===== config.mk =====
export PLATFORM = sky130hd
export DESIGN_NAME = status_frame_builder
export DESIGN_NICKNAME = d
export VERILOG_FILES = /design/src/rtl/core/sfb_pkg.sv /design/src/rtl/core/sfb_frame_build.sv /design/src/rtl/core/status_frame_builder.sv
export SDC_FILE = /design/constraint.sdc
export NUM_CORES = 1
export LEC_CHECK = 0
export ABC_AREA = 1
export BUFFER_PORTS_ARGS = -buffer_cell sky130_fd_sc_hd__buf_2
export CAP_MARGIN = 20
export CORE_MARGIN = 4
export CORE_UTILIZATION = 50
export CTS_CLUSTER_SIZE = 12
export DETAILED_ROUTE_END_ITERATION = 7
export PLACE_DENSITY_LB_ADDON = 0.25
export SLEW_MARGIN = 20
export SYNTH_ARGS = -nofsm -noshare
export SYNTH_HDL_FRONTEND = slang
export SYNTH_HIERARCHICAL = 1
export SYNTH_SLANG_ARGS = --single-unit

===== constraint.sdc =====
create_clock -name i_clk -period 6.1 [get_ports i_clk]
set_input_delay 0.305 -clock i_clk [delete_from_list [all_inputs] [get_ports i_clk]]
set_output_delay 0.305 -clock i_clk [all_outputs]
set_load 0.01 [all_outputs]

===== src/rtl/core/sfb_pkg.sv =====
// Types and constants of the status frame builder.
`default_nettype none

package sfb_pkg;

    localparam int unsigned FRAME_LEN = 15;
    localparam int unsigned IDX_W     = 4;
    localparam int unsigned IN_W      = 72;

    localparam logic [IDX_W-1:0] LAST_IDX   = IDX_W'(FRAME_LEN - 1);
    localparam logic [7:0]       BYTE_START = 8'h7E;
    localparam logic [7:0]       BYTE_ID    = 8'h10;
    localparam logic [7:0]       DATA_LEN   = 8'd11;
    localparam logic [7:0]       BYTE_END   = 8'h0D;

    // Input item as packed on tdata: flags in the low byte
    typedef struct packed {
        logic [31:0] raw_value;
        logic [31:0] angle_value;
        logic [7:0]  flags;
    } t_item;

    // Whole frame, byte 0 sent first
    typedef logic [FRAME_LEN-1:0][7:0] t_frame;

endpackage

`default_nettype wire


===== src/rtl/core/sfb_frame_build.sv =====
// Frame assembly: header, payload bytes and checksum from one item.
`default_nettype none

module sfb_frame_build (
    input  sfb_pkg::t_item  i_item,
    input  logic [7:0]      i_seq,
    output sfb_pkg::t_frame o_frame
);

    logic [7:0] w_angle_sum;
    logic [7:0] w_raw_sum;
    logic [7:0] w_head_sum;

    // Sum the length byte through the last raw byte, wrapping at 8 bits
    assign w_angle_sum = i_item.angle_value[7:0] + i_item.angle_value[15:8]
                       + i_item.angle_value[23:16] + i_item.angle_value[31:24];
    assign w_raw_sum   = i_item.raw_value[7:0] + i_item.raw_value[15:8]
                       + i_item.raw_value[23:16] + i_item.raw_value[31:24];
    assign w_head_sum  = sfb_pkg::DATA_LEN + i_seq + i_item.flags;

    // Lay out the frame bytes in send order
    always_comb begin
        o_frame     = '0;
        o_frame[0]  = sfb_pkg::BYTE_START;
        o_frame[1]  = sfb_pkg::BYTE_ID;
        o_frame[2]  = sfb_pkg::DATA_LEN;
        o_frame[3]  = i_seq;
        o_frame[4]  = i_item.flags;
        for (int k = 0; k < 4; k++) begin
            o_frame[5 + k] = i_item.angle_value[8*k +: 8];
            o_frame[9 + k] = i_item.raw_value[8*k +: 8];
        end
        o_frame[13] = w_head_sum + w_angle_sum + w_raw_sum;
        o_frame[14] = sfb_pkg::BYTE_END;
    end

endmodule

`default_nettype wire


===== src/rtl/core/status_frame_builder.sv =====
// Top level of the status frame builder: item buffer, frame serializer, output register.
//
//  Channel   Direction  tdata                                   tlast
//  s (item)  in         72 bits: flags[7:0], angle, raw         -
//  m (byte)  out        8 bits: frame_byte                      frame_last
//
// Each item becomes 15 output transactions, one frame byte per cycle while the output is not stalled.
// The sustained item rate is set by the one-byte output port.
// A second item waits in the input buffer while a frame is sent; the next
// frame is loaded in the same cycle as the end byte of the previous one goes to the output register.
// Reset (synchronous, active low) clears the valid flags and the sequence count.
// Output stalls hold the output register and the serializer byte index.
`default_nettype none

module status_frame_builder (
    input  logic                     i_clk,
    input  logic                     i_rst_n,
    input  logic                     i_s_tvalid,
    output logic                     o_s_tready,
    input  logic [sfb_pkg::IN_W-1:0] i_s_tdata,   // flag_valid, flag_position_error,
                                                  // flag_crc_error, flag_read_status,
                                                  // flag_busy, flag_done, flag_power,
                                                  // flag_manual, angle_value[31:0],
                                                  // raw_value[31:0]
    output logic                     o_m_tvalid,
    input  logic                     i_m_tready,
    output logic [7:0]               o_m_tdata,   // frame_byte[7:0]
    output logic                     o_m_tlast    // frame_last
);

    logic                      r_in_full;
    sfb_pkg::t_item            r_in_item;
    logic                      r_ser_busy;
    logic [sfb_pkg::IDX_W-1:0] r_idx;
    sfb_pkg::t_frame           r_frame;
    logic [7:0]                r_seq;
    logic                      r_out_valid;
    logic [7:0]                r_out_data;
    logic                      r_out_last;

    sfb_pkg::t_frame           w_frame;
    logic                      w_s_accept;
    logic                      w_step;
    logic                      w_ser_done;
    logic                      w_ser_load;

    // Handshake decisions
    assign o_s_tready = !r_in_full;
    assign w_s_accept = i_s_tvalid && !r_in_full;
    assign w_step     = r_ser_busy && (!r_out_valid || i_m_tready);
    assign w_ser_done = w_step && (r_idx == sfb_pkg::LAST_IDX);
    assign w_ser_load = r_in_full && (!r_ser_busy || w_ser_done);

    sfb_frame_build u_build (
        .i_item  (r_in_item),
        .i_seq   (r_seq),
        .o_frame (w_frame)
    );

    // Hold the next item until the serializer takes it
    always_ff @(posedge i_clk) begin
        if (!i_rst_n) begin
            r_in_full <= 1'b0;
        end else begin
            r_in_full <= (r_in_full && !w_ser_load) || w_s_accept;
        end
        if (w_s_accept) begin
            r_in_item <= sfb_pkg::t_item'(i_s_tdata);
        end
    end

    // Load a frame, advance one byte per output slot, bump the sequence
    always_ff @(posedge i_clk) begin
        if (!i_rst_n) begin
            r_ser_busy <= 1'b0;
            r_idx      <= '0;
            r_seq      <= '0;
        end else if (w_ser_load) begin
            r_ser_busy <= 1'b1;
            r_idx      <= '0;
            r_seq      <= r_seq + 8'd1;
        end else if (w_ser_done) begin
            r_ser_busy <= 1'b0;
            r_idx      <= '0;
        end else if (w_step) begin
            r_idx      <= r_idx + 1'b1;
        end
        if (w_ser_load) begin
            r_frame <= w_frame;
        end
    end

    // Output register: fill on a step, drop after the transaction
    always_ff @(posedge i_clk) begin
        if (!i_rst_n) begin
            r_out_valid <= 1'b0;
        end else if (w_step) begin
            r_out_valid <= 1'b1;
        end else if (i_m_tready) begin
            r_out_valid <= 1'b0;
        end
        if (w_step) begin
            r_out_data <= r_frame[r_idx];
            r_out_last <= (r_idx == sfb_pkg::LAST_IDX);
        end
    end

    assign o_m_tvalid = r_out_valid;
    assign o_m_tdata  = r_out_data;
    assign o_m_tlast  = r_out_last;

endmodule

`default_nettype wire


== Yosys cells after proc, flatten, opt, wreduce, memory -nomap -nowiden ==
Index checks and enable logic that the tools add are counted.

* Flip-flop bits (word level): 184
* Bits in latches: 0
* Memory bits (writable): 0
* Bits in read-only memories: 0
* Bits of input ports: 76
* Output and inout bits: 11
* Logic and storage cells: 57
* Memories kept: 0

* $add $sub $neg: 12
* Multipliers: 0
* Divide/modulo/power cells: 0
* Order comparisons: 1
* Equality and inequality tests: 1
* Shift operators: 0
* Mux-type cells: 6
* Bitwise gates (word level): 1
* Reduce and logical (&&, ||, !) cells: 15

{| class="wikitable"
|+ Operator list
! operator !! number
|-
| $add A8 B8 Y8 || 9
|-
| $bmux W8 S4 || 1
|-
| $add A4 B8 Y8 const A || 1
|-
| $add A8 B1 Y8 const B || 1
|-
| $mux W8 || 1
|-
| $logic_and A1 B1 Y1 || 5
|-
| $lt A4 B5 Y1 const B || 1
|-
| $add A4 B1 Y4 const B || 1
|-
| $eq A4 B4 Y1 const B || 1
|-
| $logic_not A1 Y1 || 4
|-
| $mux W1 || 4
|-
| $reduce_bool A2 Y1 || 2
|-
| $logic_or A1 B1 Y1 || 3
|-
| $reduce_or A3 Y1 || 1
|-
| $not A1 Y1 || 1
|}

== Depth between registers and ports, before layout ==
* Word-level depth: 9
* Mapped depth: 20
* Mapped depth without buffers: 20

== Hierarchy ==
The synthesis kept the hierarchy.

{| class="wikitable"
|+ By module, submodules not included
! module !! times used !! cells each !! area an instance (µm²) !! seq. area each (µm²)
|-
| status_frame_builder || 1 || 571 || 7,966.4 || 6,336.1
|-
| sfb_frame_build || 1 || 375 || 2,874.0 || 0.0
|}

== Worst setup path before layout ==
OpenSTA, ideal clock, no wires.

* Kind: register to register
* From: register r_in_item[4] in the netlist's numbering
* To: register r_frame[111] in the netlist's numbering (data pin)
* Arrival time: 4,018 ps
* Path slack: 1,829 ps
* Stages on the path, launching flop included: 19
* Path buffers: 0
* Clock period less this slack: 4,271 ps
* Cell sequence: edfxtp_1 -> inv_1 -> fa_1 -> inv_1 -> fa_1 -> fa_1 -> fa_1 -> inv_1 -> fa_1 -> inv_1 -> ha_1 -> a21oi_1 -> o21ai_1 -> nor2_2 -> inv_1 -> nand2_1 -> nand2_1 -> nand2_1 -> nand2_1

{| class="wikitable"
|+ RTL lines
! what !! RTL line !! RTL
|-
| from (decl) || status_frame_builder.sv:32 || <nowiki>sfb_pkg::t_item r_in_item;</nowiki>
|-
| from (signal assigned) || status_frame_builder.sv:68 || <nowiki>r_in_item <= sfb_pkg::t_item'(i_s_tdata);</nowiki>
|-
| to (signal assigned) || status_frame_builder.sv:89 || <nowiki>r_frame <= w_frame;</nowiki>
|-
| to (decl) || status_frame_builder.sv:35 || <nowiki>sfb_pkg::t_frame r_frame;</nowiki>
|}

==> results.py <==
metrics = {
    "critical_path": {
        "worst_ep_required_time_ps": 6360,
        "ff2ff_path_depth": 18,
        "crit_arrival_ps": 4680,
        "cp_max_fo": 4,
        "reg2reg_from": "r_in_item[4]",
        "crit-reg2reg-capture": "r_frame[111]",
        "startpoint_type": "flip-flop",
        "r2r_setup_slack_ps": 1680,
        "cp-end-kind": "flip-flop",
        "critPathKind": "reg2reg",
    },
    "min_path": {
        "whs_endpoint": "o_m_tvalid",
        "holdPathStages": 4,
        "hold_class": "in2reg",
        "worst_hold_startpoint": "i_m_tready",
    },
    "final_layout": {
        "fin_cells": 1322,
        "fillers": 1692,
        "diodes": 0,
        "multi_input_area_mm2": 0.00312,
        "seqCellArea_mm2": 0.00634,
        "drive_above_1_share": 0.145,
        "areaGrowthSynthToFinish_pct": 13.1,
        "fin_area_mm2": 0.0123,
        "nNetsFinal": 1179,
        "post-route-util": 0.580,
    },
    "route": {
        "routedWlPerCell_um": 15.5,
        "drcViolationCount": 0,
        "dr.pass1.iters": 4,
        "first_iter_violations": 368,
        "final_antenna_net_count": 0,
        "num_vias": 6207,
        "via_per_inst": 4.70,
        "finalWirelength_um": 20500,
    },
    "cts": {
        "post-cts-setup-buffer-count": 0,
        "cts_tree": "built",
        "path_clk_slew_ps": 60,
        "cts_inserted_buffers": 24,
        "clock_sinks": 216,
        "root_buffer": "clkbuf_16",
        "cts-htree-levels": 1,
        "cts_buffer_depth": 3,
        "insertion_delay_ps": 510,
    },
    "logic_synthesis": {
        "synth_top_area_frac": 0.557,
        "syn_area_per_cell_um2": 11.5,
        "synth.top_cells.by_area": "edfxtp_1 56%, fa_1 9.2%, buf_4 8.0%",
        "ys_ff_latch": 216,
        "synth_cell_types": 34,
        "synth_ff_type": "edfxtp_1",
        "ys_seq_area_frac": 0.584,
        "netlist_area_mm2": 0.0108,
        "syn-instance-count": 946,
        "yosysTopAreaCell": "edfxtp_1",
        "async_flop_share": 0,
        "ys_warn_count": 6,
        "synth_edf_count": 201,
    },
    "placed_design": {
        "dp.cells": 1210,
        "pre_cts_slack_ps": 1680,
        "dp_hpwl_um": 12500,
        "io_buffers": 86,
        "place.gp.congestion": 0.783,
        "dpl-instance-area_mm2": 0.0108,
    },
    "power": {
        "p_leak_nw": 5.11,
        "power_mw": 4.52,
        "power_density_mw_per_mm2": 368,
        "vdd_drop_max_v": 0.000327,
    },
    "die": {
        "coreArea_mm2": 0.0212,
        "start_util": 0.512,
        "dieArea_mm2": 0.0241,
        "rows": 53,
        "die_x_um": 155,
        "io_pins": 87,
        "die_h_um": 155,
    },
    "timing": {
        "setup-violations-final": 0,
        "rsz0062_at_grt": "false",
        "period_share": 0.724,
        "clock_skew_ps": 5.65,
        "fin_setup_tns_ps": 0,
        "worstMarginPinSlew_ps": 963,
        "fmax_ghz": 0.226,
        "fin_hold_ws_ps": 97.1,
        "hold_viol": 0,
        "report.final.slew_viol_count": 0,
        "layout_setup_ws_ps": 1680,
        "maxSlewHeadroom": 0.357,
        "period_needed_ps": 4420,
    },
    "job": {
        "drv_cap": 0,
    },
    "global_routing": {
        "grt.total_usage": 0.175,
        "overflow": 0,
        "grt_first_pass_wirelength_um": 33000,
        "grt_antenna_before_repair": 0,
        "grt_pass1_vias": 6329,
        "grt_start_max_net_pins": 73,
    },
    "status": {
        "outcome": "finished clean",
    },
}
## how the worst max path moves through the flow
stage / to / start / slack, ps / cells past startpoint
floorplan: r_frame[111] / r_in_item[4] / 1830 / 18
global placement: r_frame[111] / r_in_item[4] / 1730 / 18
detailed placement: r_frame[111] / r_in_item[4] / 1680 / 18
CTS: r_frame[111] / r_in_item[4] / 1680 / 18
global route: r_frame[111] / r_in_item[4] / 1390 / 18
finish: r_frame[111] / r_in_item[4] / 1680 / 18
## layout make-up
| type | instances | area share |
|---|---|---|
| Tap cell | 275 | 0.0281 |
| Inverter | 147 | 0.0452 |
| Timing Repair Buffer | 164 | 0.0975 |
| Multi-Input combinational cell | 480 | 0.254 |
| Clock inverter | 12 | 0.00653 |
| Sequential cell | 216 | 0.517 |
| Clock buffer | 28 | 0.0519 |
## synthesized netlist by cell type, types with 2 or more instances
cell,number
nand2_1,135
buf_2,15
nand4_1,19
or2_0,4
o21ai_0,22
nand3_2,2
buf_4,115
inv_2,5
a21oi_1,17
xnor2_1,4
nor2_2,3
o21ai_1,3
nand3_1,44
or2_2,4
edfxtp_1,201
inv_1,141
nor2_1,92
conb_1,2
ha_1,20
xor2_1,7
or2_1,4
fa_1,50
nand2_2,10
nor3_1,2
nand3b_1,2
dfxtp_1,15
## where the power goes
part	switching [mW]	internal (mW)	total, mW	leakage, nW
clock	0.540	0.779	1.32	0.351
sequential	0.0465	1.82	1.87	2.02
combinational	0.777	0.551	1.33	2.74
total	1.36	3.15	4.52	5.11
## flip-flops by register name, summed over array words and instances (netlist names)
| signal | flops |
|---|---|
| r_in_item | 72 |
| o_m_tdata | 8 |
| r_seq | 8 |
| r_idx | 4 |
| r_in_full | 1 |
| o_m_tlast | 1 |
| r_ser_busy | 1 |
| r_frame | 120 |
| o_m_tvalid | 1 |
## critical path, stage by stage, from the launching register on
cell,delay [ps]
edfxtp_1,340
inv_1,60
fa_1,530
inv_1,50
fa_1,500
fa_1,520
fa_1,540
inv_1,50
fa_1,520
inv_1,40
ha_1,340
a21oi_1,200
o21ai_1,90
nor2_2,110
inv_1,50
nand2_1,80
nand2_1,50
nand2_1,60
nand2_1,50
## repair_timing
action                     in CTS  in global routing
hold endpoints to repair       72                  0
hold buffers                   72                  0
resized for setup               0                  0
setup endpoints to repair       0                  0
## per-layer routing
metal	up-vias	part of all wire	GRT usage
met5	-	0	0
met2	163	0.50	0.305
li1	3087	-	-
met4	0	0.028	0.0496
met3	44	0.051	0.0275
met1	2913	0.42	0.228
## layout by cell type (no fill, tap or decap), types with 5 or more instances in the layout
master | netlist | final
nand3_1 | 44 | 44
inv_1 | 141 | 140
xor2_1 | 7 | 7
fa_1 | 50 | 50
edfxtp_1 | 201 | 201
ha_1 | 20 | 20
clkbuf_16 | 0 | 25
conb_1 | 2 | 32
nand2_1 | 135 | 135
a21oi_1 | 17 | 17
dfxtp_1 | 15 | 15
buf_4 | 115 | 6
nand2_2 | 10 | 10
nor2_1 | 92 | 91
buf_2 | 15 | 86
inv_2 | 5 | 5
dlygate4sd3_1 | 0 | 72
nand4_1 | 19 | 19
clkinv_1 | 1 | 7
o21ai_0 | 22 | 22
## logic make-up after synthesis
group,after synthesis,synth area share
compound gates,44,0.0209
xor+xnor,11,0.00889
fa+ha+maj,70,0.115
buf+inv,280,0.139
flops,216,0.584
other cells,2,0.000693
simple gates,323,0.130
Note: power is estimated with default switching activity, not from simulation.
